[config.mk]
export PLATFORM = sky130hd
export DESIGN_NAME = light_servo_mode_controller_core
export DESIGN_NICKNAME = d
export VERILOG_FILES = /design/src/hw/rtl/lsmc_pkg.sv /design/src/hw/rtl/lsmc_ctrl.sv /design/src/hw/rtl/lsmc_duty.sv /design/src/hw/rtl/light_servo_mode_controller_core.sv
export SDC_FILE = /design/constraint.sdc
export NUM_CORES = 1
export LEC_CHECK = 0
export BUFFER_PORTS_ARGS = -buffer_cell sky130_fd_sc_hd__clkbuf_2
export CORE_MARGIN = 5
export CORE_UTILIZATION = 45
export DETAILED_ROUTE_END_ITERATION = 8
export HOLD_SLACK_MARGIN = 0.03
export PLACE_DENSITY = 0.68
export SLEW_MARGIN = 5
export SYNTH_ARGS = -nofsm -noshare
export SYNTH_HDL_FRONTEND = slang
export SYNTH_HIERARCHICAL = 1
export SYNTH_SLANG_ARGS = --single-unit
[constraint.sdc]
create_clock -name clk -period 9.8 [get_ports clk]
set_clock_uncertainty 0.2 [all_clocks]
set_input_delay 1.96 -clock clk [delete_from_list [all_inputs] [get_ports clk]]
set_output_delay 1.96 -clock clk [all_outputs]
set_load 0.01 [all_outputs]
[src/hw/rtl/lsmc_pkg.sv]
`timescale 1ns / 1ps
`default_nettype none
// ----------------------------------------------------------------------------
// lsmc_pkg
// Shared constants, register indexes, mode codes and structs of the
// light servo mode controller.
// ----------------------------------------------------------------------------
package lsmc_pkg;

  localparam int SAMPLE_BITS_DEF = 12;
  localparam int DUTY_BITS_DEF   = 13;

  localparam int ANGLE_W   = 8;
  localparam int HELD_W    = 12;
  localparam int DEB_W     = 8;
  localparam int BLINK_W   = 8;
  localparam int MODE_W    = 2;
  localparam int CFG_IDX_W = 3;

  localparam logic [ANGLE_W-1:0] FULL_ANGLE = 8'd180;
  localparam logic [HELD_W-1:0]  HELD_MAX   = 12'd4095;
  localparam logic [BLINK_W-1:0] COUNT_MAX  = 8'd255;

  localparam logic [MODE_W-1:0] MODE_AUTO   = 2'd0;
  localparam logic [MODE_W-1:0] MODE_CLOSED = 2'd1;
  localparam logic [MODE_W-1:0] MODE_OPEN   = 2'd2;

  localparam logic [CFG_IDX_W-1:0] REG_DEBOUNCE   = 3'd0;
  localparam logic [CFG_IDX_W-1:0] REG_LONG_PRESS = 3'd1;
  localparam logic [CFG_IDX_W-1:0] REG_BLINK      = 3'd2;
  localparam logic [CFG_IDX_W-1:0] REG_MIN_DUTY   = 3'd3;
  localparam logic [CFG_IDX_W-1:0] REG_CEIL_DUTY  = 3'd4;

  localparam logic [DEB_W-1:0]   DEBOUNCE_RESET   = 8'd2;
  localparam logic [HELD_W-1:0]  LONG_PRESS_RESET = 12'd100;
  localparam logic [BLINK_W-1:0] BLINK_RESET      = 8'd8;
  localparam int                 MIN_DUTY_RESET   = 410;
  localparam int                 CEIL_DUTY_RESET  = 1024;

  typedef struct packed {
    logic [DEB_W-1:0]   debounce_count;
    logic [HELD_W-1:0]  long_press_count;
    logic [BLINK_W-1:0] blink_period;
  } ctrl_cfg_t;

  typedef struct packed {
    logic [MODE_W-1:0]  mode;
    logic               short_press;
    logic               long_press;
    logic [ANGLE_W-1:0] angle;
    logic               moved;
    logic               green;
    logic               red;
    logic               yellow;
  } tick_res_t;

endpackage
`default_nettype wire

[src/hw/rtl/lsmc_ctrl.sv]
`timescale 1ns / 1ps
`default_nettype none
// ----------------------------------------------------------------------------
// lsmc_ctrl
// Per-tick state update: button recognizer, mode machine, light filter and
// target, one-degree servo step and yellow blink.
// ----------------------------------------------------------------------------
module lsmc_ctrl #(
  parameter int SAMPLE_BITS = lsmc_pkg::SAMPLE_BITS_DEF
) (
  input  wire logic                   clk,
  input  wire logic                   rst_n,
  input  wire logic                   tick_en,
  input  wire logic                   button_down,
  input  wire logic                   sample_valid,
  input  wire logic [SAMPLE_BITS-1:0] light_sample,
  input  wire lsmc_pkg::ctrl_cfg_t    cfg,
  output lsmc_pkg::tick_res_t         res
);
  import lsmc_pkg::*;

  localparam int FILT_W = SAMPLE_BITS + 3;
  localparam int PROD_W = SAMPLE_BITS + ANGLE_W + 1;
  localparam logic [SAMPLE_BITS-1:0] FILT_RESET = {1'b1, {(SAMPLE_BITS-1){1'b0}}};

  logic [HELD_W-1:0]      held_r, held_nxt, held_inc;
  logic                   long_rep_r, long_rep_nxt;
  logic [MODE_W-1:0]      mode_r, mode_nxt;
  logic [SAMPLE_BITS-1:0] filt_r, filt_nxt, filt_calc;
  logic [ANGLE_W-1:0]     target_r, target_nxt, target_calc;
  logic [ANGLE_W-1:0]     angle_r, angle_nxt;
  logic [BLINK_W-1:0]     tick_cnt_r, tick_cnt_nxt, tick_cnt_inc;
  logic                   yellow_r, yellow_nxt;
  logic                   short_p, long_p, moved;
  logic [FILT_W-1:0]      filt_sum;
  logic [PROD_W-1:0]      scaled, quot_sum;

  assign held_inc     = (held_r < HELD_MAX) ? held_r + 1'b1 : held_r;
  assign tick_cnt_inc = (tick_cnt_r < COUNT_MAX) ? tick_cnt_r + 1'b1 : tick_cnt_r;

  // filter*7 + sample, then divide by 8
  assign filt_sum  = FILT_W'({filt_r, 3'b000}) - FILT_W'(filt_r) + FILT_W'(light_sample);
  assign filt_calc = filt_sum[FILT_W-1:3];

  // filter*180 / (2^n - 1), exact since the quotient stays below 2^n
  assign scaled      = PROD_W'(filt_calc) * PROD_W'(FULL_ANGLE);
  assign quot_sum    = scaled + (scaled >> SAMPLE_BITS) + PROD_W'(1);
  assign target_calc = quot_sum[SAMPLE_BITS +: ANGLE_W];

  always_comb begin
    held_nxt     = held_r;
    long_rep_nxt = long_rep_r;
    short_p      = 1'b0;
    long_p       = 1'b0;
    if (button_down) begin
      held_nxt = held_inc;
      if (held_inc >= cfg.long_press_count && !long_rep_r) begin
        long_p       = 1'b1;
        long_rep_nxt = 1'b1;
      end
    end else begin
      short_p      = (held_r >= HELD_W'(cfg.debounce_count)) && !long_rep_r;
      held_nxt     = '0;
      long_rep_nxt = 1'b0;
    end

    mode_nxt = mode_r;
    if (long_p) begin
      mode_nxt = (mode_r == MODE_AUTO) ? MODE_OPEN : MODE_AUTO;
    end else if (short_p) begin
      if (mode_r == MODE_OPEN) begin
        mode_nxt = MODE_CLOSED;
      end else if (mode_r == MODE_CLOSED) begin
        mode_nxt = MODE_OPEN;
      end
    end

    filt_nxt   = filt_r;
    target_nxt = target_r;
    if (mode_nxt == MODE_AUTO) begin
      if (sample_valid) begin
        filt_nxt   = filt_calc;
        target_nxt = target_calc;
      end
    end else if (mode_nxt == MODE_CLOSED) begin
      target_nxt = '0;
    end else begin
      target_nxt = FULL_ANGLE;
    end

    tick_cnt_nxt = tick_cnt_inc;
    yellow_nxt   = yellow_r;
    angle_nxt    = angle_r;
    moved        = 1'b0;
    if (angle_r != target_nxt) begin
      moved     = 1'b1;
      angle_nxt = (angle_r < target_nxt) ? angle_r + 1'b1 : angle_r - 1'b1;
      if (tick_cnt_inc >= cfg.blink_period) begin
        tick_cnt_nxt = '0;
        yellow_nxt   = !yellow_r;
      end
    end else begin
      yellow_nxt = 1'b0;
    end
  end

  always_ff @(posedge clk) begin
    if (!rst_n) begin
      held_r     <= '0;
      long_rep_r <= 1'b0;
      mode_r     <= MODE_AUTO;
      filt_r     <= FILT_RESET;
      target_r   <= FULL_ANGLE;
      angle_r    <= FULL_ANGLE;
      tick_cnt_r <= '0;
      yellow_r   <= 1'b0;
    end else if (tick_en) begin
      held_r     <= held_nxt;
      long_rep_r <= long_rep_nxt;
      mode_r     <= mode_nxt;
      filt_r     <= filt_nxt;
      target_r   <= target_nxt;
      angle_r    <= angle_nxt;
      tick_cnt_r <= tick_cnt_nxt;
      yellow_r   <= yellow_nxt;
    end
  end

  always_comb begin
    res.mode        = mode_nxt;
    res.short_press = short_p;
    res.long_press  = long_p;
    res.angle       = angle_nxt;
    res.moved       = moved;
    res.green       = (mode_nxt == MODE_AUTO);
    res.red         = (mode_nxt != MODE_AUTO);
    res.yellow      = yellow_nxt;
  end

`ifndef ASSERT_OFF
  a_angle_range: assert property (@(posedge clk) disable iff (!rst_n)
    angle_r <= FULL_ANGLE)
    else $error("servo angle beyond full range");

  a_angle_step: assert property (@(posedge clk) disable iff (!rst_n)
    tick_en |=> (angle_r == $past(angle_r)) || (angle_r == $past(angle_r) + 8'd1) ||
                (angle_r == $past(angle_r) - 8'd1))
    else $error("servo angle moved more than one degree");

  a_long_toggles: assert property (@(posedge clk) disable iff (!rst_n)
    tick_en && long_p |=> (mode_r == MODE_AUTO) != ($past(mode_r) == MODE_AUTO))
    else $error("long press did not toggle auto mode");
`endif

endmodule
`default_nettype wire

[src/hw/rtl/lsmc_duty.sv]
`timescale 1ns / 1ps
`default_nettype none
// ----------------------------------------------------------------------------
// lsmc_duty
// Two-stage duty pipeline: span times angle, then divide by 180 through a
// reciprocal multiply and add the minimum duty.
// ----------------------------------------------------------------------------
module lsmc_duty #(
  parameter int DUTY_BITS = lsmc_pkg::DUTY_BITS_DEF
) (
  input  wire logic                         clk,
  input  wire logic                         prod_en,
  input  wire logic                         duty_en,
  input  wire logic [lsmc_pkg::ANGLE_W-1:0] angle,
  input  wire logic [DUTY_BITS-1:0]         min_duty,
  input  wire logic [DUTY_BITS-1:0]         ceil_duty,
  output logic      [DUTY_BITS-1:0]         duty
);
  import lsmc_pkg::*;

  localparam int P_W         = DUTY_BITS + ANGLE_W;
  localparam int RECIP_SHIFT = DUTY_BITS + 16;
  localparam int RECIP_W     = RECIP_SHIFT - 7;
  localparam int RP_W        = P_W + RECIP_W;
  localparam logic [RECIP_SHIFT:0] POW_K = {1'b1, {RECIP_SHIFT{1'b0}}};
  localparam logic [RECIP_SHIFT:0] RECIP_FULL =
    (POW_K + (RECIP_SHIFT+1)'(FULL_ANGLE - 8'd1)) / (RECIP_SHIFT+1)'(FULL_ANGLE);
  localparam logic [RECIP_W-1:0] RECIP = RECIP_FULL[RECIP_W-1:0];

  logic [DUTY_BITS-1:0] span;
  logic [P_W-1:0]       prod_r;
  logic [RP_W-1:0]      recip_prod;
  logic [DUTY_BITS-1:0] quot;
  logic [DUTY_BITS-1:0] duty_r;

  assign span       = (ceil_duty > min_duty) ? ceil_duty - min_duty : '0;
  assign recip_prod = RP_W'(prod_r) * RP_W'(RECIP);
  assign quot       = recip_prod[RECIP_SHIFT +: DUTY_BITS];

  always_ff @(posedge clk) begin
    if (prod_en) begin
      prod_r <= P_W'(span) * P_W'(angle);
    end
    if (duty_en) begin
      duty_r <= min_duty + quot;
    end
  end

  assign duty = duty_r;

endmodule
`default_nettype wire

[src/hw/rtl/light_servo_mode_controller_core.sv]
`timescale 1ns / 1ps
`default_nettype none
// ----------------------------------------------------------------------------
// light_servo_mode_controller_core
// Light-following servo with single-button mode switch, one word per tick.
// ----------------------------------------------------------------------------
// One input word is one control tick and gives one result word. The block
// takes one word per clock cycle sustained while out_ready is high; a result
// passes the input register, the tick state update, the span-angle product,
// the reciprocal divide and the output register before it is presented. The
// tick state update in lsmc_ctrl closes the loop from one word to the next;
// each stage holds while the stage after it is full, so the pipe fills up to
// four words before in_ready drops. No memory, no clearing pass after reset.
module light_servo_mode_controller_core #(
  parameter int SAMPLE_BITS = lsmc_pkg::SAMPLE_BITS_DEF,
  parameter int DUTY_BITS   = lsmc_pkg::DUTY_BITS_DEF
) (
  input  wire logic                           clk,
  input  wire logic                           rst_n,
  input  wire logic                           in_valid,
  output logic                                in_ready,
  input  wire logic                           in_button_down,
  input  wire logic                           in_sample_valid,
  input  wire logic [SAMPLE_BITS-1:0]         in_light_sample,
  output logic                                out_valid,
  input  wire logic                           out_ready,
  output logic [lsmc_pkg::MODE_W-1:0]         out_mode,
  output logic                                out_short_press,
  output logic                                out_long_press,
  output logic [lsmc_pkg::ANGLE_W-1:0]        out_servo_angle,
  output logic [DUTY_BITS-1:0]                out_servo_duty,
  output logic                                out_servo_updated,
  output logic                                out_green_led,
  output logic                                out_red_led,
  output logic                                out_yellow_led,
  input  wire logic                           cfg_we,
  input  wire logic [lsmc_pkg::CFG_IDX_W-1:0] cfg_index,
  input  wire logic [((DUTY_BITS > lsmc_pkg::HELD_W) ? DUTY_BITS : lsmc_pkg::HELD_W)-1:0]
                                              cfg_wdata
);
  import lsmc_pkg::*;

  ctrl_cfg_t            ctrl_cfg_r;
  logic [DUTY_BITS-1:0] min_duty_r, ceil_duty_r;

  logic                   v0_r, v1_r, v2_r, v3_r;
  logic                   en1, en2, en3, in_acc;
  logic                   down_r, svalid_r;
  logic [SAMPLE_BITS-1:0] sample_r;
  tick_res_t              tick_res, res1_r, res2_r, res3_r;
  logic [DUTY_BITS-1:0]   duty;

  // config registers
  always_ff @(posedge clk) begin
    if (!rst_n) begin
      ctrl_cfg_r.debounce_count   <= DEBOUNCE_RESET;
      ctrl_cfg_r.long_press_count <= LONG_PRESS_RESET;
      ctrl_cfg_r.blink_period     <= BLINK_RESET;
      min_duty_r                  <= DUTY_BITS'(MIN_DUTY_RESET);
      ceil_duty_r                 <= DUTY_BITS'(CEIL_DUTY_RESET);
    end else if (cfg_we) begin
      unique case (cfg_index)
        REG_DEBOUNCE:   ctrl_cfg_r.debounce_count   <= cfg_wdata[DEB_W-1:0];
        REG_LONG_PRESS: ctrl_cfg_r.long_press_count <= cfg_wdata[HELD_W-1:0];
        REG_BLINK:      ctrl_cfg_r.blink_period     <= cfg_wdata[BLINK_W-1:0];
        REG_MIN_DUTY:   min_duty_r                  <= cfg_wdata[DUTY_BITS-1:0];
        REG_CEIL_DUTY:  ceil_duty_r                 <= cfg_wdata[DUTY_BITS-1:0];
        default: ;
      endcase
    end
  end

  // pipeline flow control
  assign en3      = v2_r && (!v3_r || out_ready);
  assign en2      = v1_r && (!v2_r || en3);
  assign en1      = v0_r && (!v1_r || en2);
  assign in_ready = !v0_r || en1;
  assign in_acc   = in_valid && in_ready;

  always_ff @(posedge clk) begin
    if (!rst_n) begin
      v0_r <= 1'b0;
      v1_r <= 1'b0;
      v2_r <= 1'b0;
      v3_r <= 1'b0;
    end else begin
      v0_r <= in_acc || (v0_r && !en1);
      v1_r <= en1 || (v1_r && !en2);
      v2_r <= en2 || (v2_r && !en3);
      v3_r <= en3 || (v3_r && !out_ready);
    end
  end

  always_ff @(posedge clk) begin
    if (in_acc) begin
      down_r   <= in_button_down;
      svalid_r <= in_sample_valid;
      sample_r <= in_light_sample;
    end
    if (en1) begin
      res1_r <= tick_res;
    end
    if (en2) begin
      res2_r <= res1_r;
    end
    if (en3) begin
      res3_r <= res2_r;
    end
  end

  lsmc_ctrl #(
    .SAMPLE_BITS (SAMPLE_BITS)
  ) u_ctrl (
    .clk          (clk),
    .rst_n        (rst_n),
    .tick_en      (en1),
    .button_down  (down_r),
    .sample_valid (svalid_r),
    .light_sample (sample_r),
    .cfg          (ctrl_cfg_r),
    .res          (tick_res)
  );

  lsmc_duty #(
    .DUTY_BITS (DUTY_BITS)
  ) u_duty (
    .clk       (clk),
    .prod_en   (en2),
    .duty_en   (en3),
    .angle     (res1_r.angle),
    .min_duty  (min_duty_r),
    .ceil_duty (ceil_duty_r),
    .duty      (duty)
  );

  assign out_valid         = v3_r;
  assign out_mode          = res3_r.mode;
  assign out_short_press   = res3_r.short_press;
  assign out_long_press    = res3_r.long_press;
  assign out_servo_angle   = res3_r.angle;
  assign out_servo_duty    = duty;
  assign out_servo_updated = res3_r.moved;
  assign out_green_led     = res3_r.green;
  assign out_red_led       = res3_r.red;
  assign out_yellow_led    = res3_r.yellow;

`ifndef ASSERT_OFF
  a_press_exclusive: assert property (@(posedge clk) disable iff (!rst_n)
    out_valid |-> !(out_short_press && out_long_press))
    else $error("short and long press in one word");

  a_led_mode: assert property (@(posedge clk) disable iff (!rst_n)
    out_valid |-> (out_green_led != out_red_led) &&
                  (out_green_led == (out_mode == MODE_AUTO)))
    else $error("mode leds disagree with mode");

  a_yellow_still: assert property (@(posedge clk) disable iff (!rst_n)
    out_valid && !out_servo_updated |-> !out_yellow_led)
    else $error("yellow lit while servo at target");
`endif

endmodule
`default_nettype wire
# ---- Yosys cells after proc, flatten, opt, wreduce, memory -nomap -nowiden
# Index checks and enable logic that the tools add are counted.
dict set report word_totals {
  out_inout_bits 31
  regBits 206
  word_cells 138
  in_bits 35
}
dict set report op_classes {
  n_reduce_logical 39
  eq_ne 9
  multipliers 3
  n_mux 24
  magnitude_cmp 7
  add_sub_neg 10
}
# op count
set op_table {}
lappend op_table {{8-bit two-way mux} 8}
lappend op_table {{21-bit by 22-bit multiplier with 42-bit output, second input constant} 1}
lappend op_table {{12-bit two-way mux} 2}
lappend op_table {{13-bit by 8-bit multiplier with 21-bit output} 1}
lappend op_table {{20-bit by 1-bit adder with 20-bit output, second input constant} 1}
lappend op_table {{20-bit by 8-bit adder with 20-bit output} 1}
lappend op_table {{12-bit by 6-bit multiplier with 18-bit output, second input constant} 1}
lappend op_table {{8-bit by 1-bit adder with 8-bit output, second input constant} 2}
lappend op_table {{15-bit by 12-bit adder with 15-bit output} 1}
lappend op_table {{15-bit by 12-bit subtractor with 15-bit output} 1}
lappend op_table {{13-bit adder} 1}
lappend op_table {{13-bit > comparator} 1}
lappend op_table {{13-bit two-way mux} 1}
lappend op_table {{13-bit subtractor} 1}
lappend op_table {{12-bit by 1-bit adder with 12-bit output, second input constant} 1}
lappend op_table {{12-bit >= comparator} 1}
lappend op_table {{12-bit by 8-bit >= comparator with 1-bit output} 1}
lappend op_table {{12-bit less-than comparator, second input constant} 1}
lappend op_table {{2-bit AND reduction} 6}
lappend op_table {{1-bit logical AND} 10}
lappend op_table {{1-bit zero test} 10}
lappend op_table {{2-bit two-way mux} 5}
lappend op_table {{8-bit >= comparator} 1}
lappend op_table {{1-bit logical OR} 8}
lappend op_table {{other kinds (15)} 25}

# ---- Depth between registers and ports, before layout
# Gate-level depths: netlist of the first run.
dict set report depth {
  ltp_word 13
  mapped_depth 49
}

# ---- By module
# Netlist of the first run, hierarchy kept.
# mod area_per_inst_um2 n_inst cells_per_inst
set modules_own_cells {}
lappend modules_own_cells {lsmc_duty 12283.0 1 1304}
lappend modules_own_cells {lsmc_ctrl 6521.3 1 846}
lappend modules_own_cells {light_servo_mode_controller_core 4140.2 1 286}

# ---- Worst setup path after synthesis of the first run
# Ideal clock, no wire load.
dict set report synth_timing {
  path_type {register to register}
  start {register sample_r[3]}
  end {register res1_r[11] (netlist bit) (data pin)}
  path_stages_with_launch 44
  path_buffers 0
  arrival_time_ns 9.767
  setup_slack_ns -0.426
  setup_ns 0.259
  path_cell_list {edfxtp_1 > fa_1 > ha_1 > a21oi_1 > o21ba_2 > o211a_1 > o31ai_1 > a211oi_1 > nor3_1 > ha_1 > xor2_1 > ha_1 > inv_1 > fa_1 > inv_1 > ha_1 > and2_1 > o211a_1 > (+8 left out) > nor2b_1 > xnor2_1 > a221oi_1 > ha_1 > a21o_1 > a21o_1 > a21oi_1 > o21ai_0 > ha_1 > a21o_1 > a21oi_1 > o21bai_1 > a21oi_1 > o21bai_1 > a21oi_1 > xnor2_1 > nand2_1 > xnor2_1}
}
# item line
set synth_rtl {}
lappend synth_rtl {{start, declared} light_servo_mode_controller_core.sv:49} ;# logic [SAMPLE_BITS-1:0] sample_r;
lappend synth_rtl {{start signal, assigned} light_servo_mode_controller_core.sv:98} ;# sample_r <= in_light_sample;
lappend synth_rtl {{end signal, assigned} light_servo_mode_controller_core.sv:101} ;# res1_r <= tick_res;
lappend synth_rtl {{end, declared} light_servo_mode_controller_core.sv:50} ;# tick_res_t tick_res, res1_r, res2_r, res3_r;

# ---- Worst setup path in the final report of the first run
dict set report layout_timing {
  start {register u_ctrl.filt_r[3]}
  end {register u_ctrl.angle_r[7]}
}
dict set report layout_via {
  elab_chain_len 10
  word_cells_on_any_way 11
}
# item line
set layout_rtl {}
lappend layout_rtl {{start, declared} lsmc_ctrl.sv:29} ;# logic [SAMPLE_BITS-1:0] filt_r, filt_nxt, filt_calc;
lappend layout_rtl {{start signal, assigned} lsmc_ctrl.sv:121} ;# filt_r <= filt_nxt;
lappend layout_rtl {{15-bit by 12-bit subtractor with 15-bit output *} lsmc_ctrl.sv:42} ;# assign filt_sum = FILT_W'({filt_r, 3'b000}) - FILT_W'(filt_r) + FILT_W'(light_sample);
lappend layout_rtl {{15-bit by 12-bit adder with 15-bit output *} lsmc_ctrl.sv:42}
lappend layout_rtl {{via u_ctrl.filt_sum[5]} lsmc_ctrl.sv:35} ;# logic [FILT_W-1:0] filt_sum;
lappend layout_rtl {{12-bit by 6-bit multiplier with 18-bit output *} lsmc_ctrl.sv:46} ;# assign scaled = PROD_W'(filt_calc) * PROD_W'(FULL_ANGLE);
lappend layout_rtl {{20-bit by 8-bit adder with 20-bit output *} lsmc_ctrl.sv:47} ;# assign quot_sum = scaled + (scaled >> SAMPLE_BITS) + PROD_W'(1);
lappend layout_rtl {{20-bit by 1-bit adder with 20-bit output *} lsmc_ctrl.sv:47}
lappend layout_rtl {{8-bit two-way mux *} lsmc_ctrl.sv:81} ;# if (sample_valid) begin
lappend layout_rtl {{8-bit two-way mux *} lsmc_ctrl.sv:80} ;# if (mode_nxt == MODE_AUTO) begin
lappend layout_rtl {{8-bit less-than comparator} lsmc_ctrl.sv:97} ;# angle_nxt = (angle_r < target_nxt) ? angle_r + 1'b1 : angle_r - 1'b1;
lappend layout_rtl {{8-bit two-way mux} lsmc_ctrl.sv:97}
lappend layout_rtl {{8-bit two-way mux *} lsmc_ctrl.sv:95} ;# if (angle_r != target_nxt) begin
lappend layout_rtl {{end signal, assigned} lsmc_ctrl.sv:123} ;# angle_r <= angle_nxt;
lappend layout_rtl {{end, declared} lsmc_ctrl.sv:31} ;# logic [ANGLE_W-1:0] angle_r, angle_nxt;
# The timed path passes the listed nets; every way through them passes the cells marked *.
# A chain may end at the register's enable or synchronous reset.

==> results.toml, run 1 <==
[placed_design]
gp_congestion = 0.9371
dpl.hpwl_um = 45700
port_buffers = 65
place_ws_ns = -0.2161

[worst_hold_path]
min_path_type = "flop to flop"
min_from = "res2_r[13]"
min_path_cells = 0

[logic_synthesis]
synth-seq-cells = 206
synth_cell_type_count = 94
synth_flop_cell = "dfxtp_1"
syn_nets = 3030
yosysWarnings = 6
syn-instance-count = 2436
async_flop_share_pct = 0
synth_seq_area_share_pct = 22.16
synth_enable_flop_cells = 96
synth_area_um2 = 22940
syn-mean-instance-area_um2 = 9.419

[clocking]
cts_hold_buffers = 0
insertion_delay_ns = 0.54
cts_tree = "done"
htreeDepth = 1
cts.sinks = 206
clkTransAtPathRegs_ns = 0.07
cts_buffers = 25
cts.path.max_buffers = 3
cts-root-buf = "clkbuf_16"

[floorplanning]
die_h_um = 235.8
die_area_um2 = 55600
core_um2 = 50270
fp-row-count = 82
initial_core_util_pct = 45.64
fp.dieW_um = 235.8
io_pins = 66

[sta]
rsz0062_at_grt = "true"
setup_viol = 0
fmax_mhz = 104.1
period_minus_slack_ns = 9.608
tightest_slew_ns = 1.223
worst_slack_ns = 0.1918
slew_headroom_pct = 18.19
finalHoldViolations = 0
report.final.slew_viol_count = 0
period_share_pct = 98.04

[setup_path]
cp-startpoint = "u_ctrl/filt_r[3]"
critPathCapture = "u_ctrl/angle_r[7]"
endpoint_kind = "flop"
start_kind = "flop"
critical_path.slowest_cell = "fa_1"
reg2reg_depth = 43
setup.worst_path.class = "flop to flop"
r2r_slack_ns = 0.19
cpMostUsedCell = "ha_1"
crit_fanout = 3
cp.required_ns = 10.01
r2r-start = "u_ctrl/filt_r[3]"
critPathMaxStageDelay_ns = 0.56
r2r-end = "u_ctrl/angle_r[7]"
crit_arrival_ns = 9.82

[global_routing]
grt_max_degree = 78
grt-ovfl-total = 0
antenna_found_initial = 0
grtUsageTotal_pct = 19.58
grt_pass1_wl_um = 91030
grt_pass1_vias = 18298

[drt]
drt_pre_antenna_iters = 5
ant_nets = 0
drt-initial-drc-count = 884
wire_per_inst_um = 17.43
drc = 0
routed_wl_um = 56220
via_per_inst = 5.428
vias = 17511

[outcome]
status = "completed"

[final_layout]
drive_gt1_share_pct = 12.18
area_growth_pct = 12.07
antenna_cells = 0
fin_util_pct = 51.15
fin_nets = 3129

[flow_run]
maxCapViolations = 0
## placed cells by master (no fill, tap or decap), drive strengths merged, types with 23 or more instances in the layout
| master | instances |
|---|---|
| buf | 66 |
| inv | 447 |
| and3 | 23 |
| o21a | 24 |
| o21ai | 57 |
| mux2i | 62 |
| nand2b | 29 |
| a21o | 37 |
| o211ai | 23 |
| xnor2 | 72 |
| edfxtp | 96 |
| nor2b | 41 |
| nor2 | 131 |
| a21oi | 128 |
| fa | 209 |
| nor3 | 45 |
| clkbuf | 94 |
| ha | 350 |
| dfxtp | 110 |
| nand3 | 56 |
| nand2 | 174 |
| xor2 | 37 |
## routing by layer
layer | GRT usage [%] | up-vias | wire (um)
li1 | - | 8425 | -
met2 | 35.18 | 417 | 28290
met5 | 0 | - | 0
met4 | 8.322 | 0 | 2580
met3 | 1.951 | 138 | 1948
met1 | 24.00 | 8531 | 23410
## sequential cells by signal (all words and copies together) (netlist names), 2 cells and up
register / count
ceil_duty_r: 13
ctrl_cfg_r: 28
u_ctrl/mode_r: 2
out_mode: 2
res2_r: 16
out_servo_angle: 8
u_ctrl/angle_r: 8
min_duty_r: 13
u_ctrl/filt_r: 12
u_ctrl/tick_cnt_r: 8
u_duty/prod_r: 21
u_ctrl/held_r: 12
res1_r: 16
u_ctrl/target_r: 8
u_duty/duty: 13
sample_r: 12
## cell families after synthesis
| family | after synthesis | share of synthesized area [%] |
|---|---|---|
| XOR/XNOR | 109 | 4.161 |
| flip-flops | 206 | 22.16 |
| AO/OA/AOI/OAI | 389 | 11.75 |
| AND/OR/NAND/NOR | 605 | 13.10 |
| adder cells (fa/ha/maj) | 560 | 37.37 |
| buffers and inverters | 500 | 8.447 |
| multiplexers | 67 | 3.005 |
## timing repair
action                     in CTS  in global routing
resized for setup              16                 78
pin swaps                       8                 63
setup buffers                   1                 18
setup endpoints to repair       5                  9
## worst min-delay path by stage
stage,to,slack [ns]
2_1_floorplan,out_green_led,0.20
3_3_place_gp,out_short_press,0.20
3_5_place_dp,res2_r[1],0.20
4_1_cts,out_short_press,0.20
5_1_grt,out_short_press,0.23
6_report,out_short_press,0.22
## synth_stat cells (10+ instances only)
master	n	area share (%)
a21o_1	36	1.2
nor3_1	45	0.98
a21oi_1	125	2.7
inv_1	442	7.2
nor2b_1	41	1.1
o21a_1	24	0.79
nor2_1	131	2.1
o211ai_1	20	0.65
a31oi_1	10	0.27
fa_1	209	18
nand2b_1	29	0.79
or2_2	20	0.55
xnor2_1	72	2.7
and2_1	11	0.30
nand2_1	174	2.8
edfxtp_1	96	13
nand4_1	15	0.41
ha_1	350	19
mux2i_1	61	2.7
dfxtp_1	110	9.6
and3_1	21	0.57
a211oi_1	12	0.39
xor2_1	37	1.4
nand3_1	56	1.2
or3_1	13	0.35
o21ai_0	50	1.1
buf_2	13	0.28
clkbuf_1	32	0.52
## worst max-delay path, delay by kind of cell (launching register included)
kind,cells,cell delay (ns)
XOR/XNOR,5,1.07
adder cells (fa/ha/maj),10,3.60
AND/OR/NAND/NOR,3,0.32
AO/OA/AOI/OAI,20,3.49
buffers and inverters,5,0.41
flip-flops,1,0.35
## metrics by stage
stage / hold slack [ns] / instance area, um^2 / TNS, ns / std cells
6_report: 0.2198 / 25710 / 0 / 3226
4_1_cts: 0.2019 / 25200 / 0 / 3208
3_5_place_dp: 0.2045 / 24240 / -0.5940 / 3161
3_3_place_gp: 0.2040 / 24240 / 0 / 3161
5_1_grt: 0.2264 / 25710 / -0.4055 / 3226
2_1_floorplan: 0.2003 / 22970 / 0 / 2436
## area by class of cell
| cell class | count | area [um^2] |
|---|---|---|
| Fill cell | 4584 | 24560 |
| Multi-Input combinational cell | 1730 | 16440 |
| Sequential cell | 206 | 5091 |
| Inverter | 442 | 1662 |
| Tap cell | 672 | 840.8 |
| Timing Repair Buffer | 130 | 823.3 |
| Clock buffer | 30 | 706.9 |
| Clock inverter | 16 | 152.6 |
Power of run 1 is left out: the tool's default activity adds up to more than one toggle a clock period on the data nets, which glitch-free logic cannot reach.
==> inputs of run 2 (changes only) <==
--- a/config.mk
+++ b/config.mk
@@ -6,6 +6,7 @@
 export NUM_CORES = 1
 export LEC_CHECK = 0
 export BUFFER_PORTS_ARGS = -buffer_cell sky130_fd_sc_hd__clkbuf_2
+export CORE_ASPECT_RATIO = 0.9
 export CORE_MARGIN = 5
 export CORE_UTILIZATION = 45
 export DETAILED_ROUTE_END_ITERATION = 8
==> run 2 against run 1 <==
  * First-iteration DRC count rose by 6.4%
  * Final cell count rose by 0.28%
  * Register-to-register slack got worse by 0.04 ns
  * Routed wire length rose by 1.8%
  * Utilization rose by 0.12 points
  * Critical path depth rose by 5
  * Via count barely moved
  * Non-clock buffer count rose by 1
  * Critical endpoint unchanged
  * Highest routed layer unchanged
==> results.toml, run 2 (synthesis results as in run 1) <==
[setup_path]
endpoint_kind = "flop"
cp.required_ns = 10.03
r2r-end = "u_ctrl/angle_r[7]"
crit_fanout = 4
setup.worst_path.class = "flop to flop"
r2r-start = "sample_r[8]"
r2r_slack_ns = 0.15
crit_arrival_ns = 9.88
critical_path.slowest_cell = "fa_1"
start_kind = "flop"
cpMostUsedCell = "a21oi_2"
reg2reg_depth = 48
critPathMaxStageDelay_ns = 0.56

[final_layout]
largest-register = "ctrl_cfg_r"
drive_gt1_share_pct = 12.60
seq_area_um2 = 5089
final_cell_mix = "inv_1, ha_1, fa_1"
area_growth_pct = 12.73
multiInputGateArea_um2 = 16580
top_regs = "ctrl_cfg_r: 28 flops, u_duty/prod_r: 21 flops"
fillers = 4585
antenna_cells = 0
layout_commonest_cell = "inv_1"
largest_register_ffs = 28
fin_nets = 3130

[global_routing]
grt-ovfl-total = 0
grt_max_degree = 93
grtUsageTotal_pct = 20.09
grt_pass1_wl_um = 91690
grt_pass1_vias = 17910
antenna_found_initial = 0

[sta]
period_share_pct = 98.48
rsz0062_at_grt = "true"
hold-worst-slack_ns = 0.2033
report.final.slew_viol_count = 0
fmax_mhz = 103.6
slew_headroom_pct = 24.69
tns_ns = 0
tightest_slew_ns = 1.114
setup_viol = 0
finalHoldViolations = 0
period_minus_slack_ns = 9.651
worst_slack_ns = 0.1490

[floorplanning]
die_area_um2 = 55610
initial_core_util_pct = 45.47
die_h_um = 224.2
fp.dieW_um = 248.0
io_pins = 66
fp-row-count = 78
core_um2 = 50460

[drt]
drt_pre_antenna_iters = 6
ant_nets = 0
routed_wl_um = 57210
drc = 0
drt-initial-drc-count = 941
wire_per_inst_um = 17.69
vias = 17506
via_per_inst = 5.411

[clocking]
cts.sinks = 206
htreeDepth = 1
insertion_delay_ns = 0.56
cts_tree = "done"
cts_buffers = 25
cts_hold_buffers = 0
cts-root-buf = "clkbuf_16"
clkTransAtPathRegs_ns = 0.06
cts.path.max_buffers = 3

[placed_design]
gp_congestion = 0.9206
place_ws_ns = -0.2595
port_buffers = 65
dpl.hpwl_um = 46300

[worst_hold_path]
min_from = "res1_r[3]"
min_path_cells = 0
min_path_type = "flop to flop"
min_to = "res2_r[3]"

[outcome]
status = "completed"

[flow_run]
maxCapViolations = 0
## run 2: cell types whose count changed in the layout (fill, tap and decap cells not counted), sizes merged
cell / previous run / this run
clkbuf: 94 / 100
inv: 447 / 445
bufinv: 2 / 1
buf: 66 / 67
clkinv: 9 / 6
## run 2: per-stage QoR
| stage | std cells | instance area (um^2) | utilization, % |
|---|---|---|---|
| 6_report | 3235 | 25870 | 51.26 |
| 5_1_grt | 3235 | 25870 | 51.26 |
| 4_1_cts | 3221 | 25210 | 49.97 |
| 3_5_place_dp | 3170 | 24250 | 48.07 |
| 3_3_place_gp | 3170 | 24250 | 48.07 |
| 2_1_floorplan | 2436 | 22970 | - |
## run 2: area by class of cell
class | instances | area share [%]
clock buffers | 36 | 2.897
clock inverters | 10 | 0.4160
inverters | 442 | 6.414
multi-input cells | 1730 | 64.11
flip-flops and latches | 206 | 19.67
well taps | 680 | 3.289
repair buffers | 131 | 3.202
## run 2: repair_timing
action                     CTS  global route
buffers inserted             5            14
pin swaps                   18            58
resized for setup           13            92
setup endpoints to repair    7            11
cloned                       0             0
hold endpoints to repair     0             0
## run 2: how the worst max path moves through the flow
stage,slack (ns),startpoint,endpoint,cells past startpoint
finish,0.15,sample_r[8],u_ctrl/angle_r[7],48
global route,-0.25,sample_r[8],u_ctrl/angle_r[7],46
CTS,0.009,u_ctrl/filt_r[3],u_ctrl/angle_r[7],45
detailed placement,-0.26,sample_r[3],u_ctrl/angle_r[7],44
global placement,0.05,sample_r[4],res1_r[11],45
floorplan,0.04,sample_r[3],res1_r[11],43
## run 2: worst max-delay path: cells and delay by family (launching register included)
family | cells | cell delay [ns]
compound gates | 20 | 3.52
xor+xnor | 5 | 0.86
fa+ha+maj | 9 | 3.02
buf+inv | 6 | 0.50
flops | 1 | 0.33
simple gates | 8 | 1.08
## run 2: layer usage
layer | part of all wire [%] | global-route usage, %
met4 | 2.8 | 4.885
met5 | 0 | 0
met3 | 4.0 | 2.602
met1 | 44 | 26.27
met2 | 50 | 35.46
Power of run 2 is left out for the same reason.
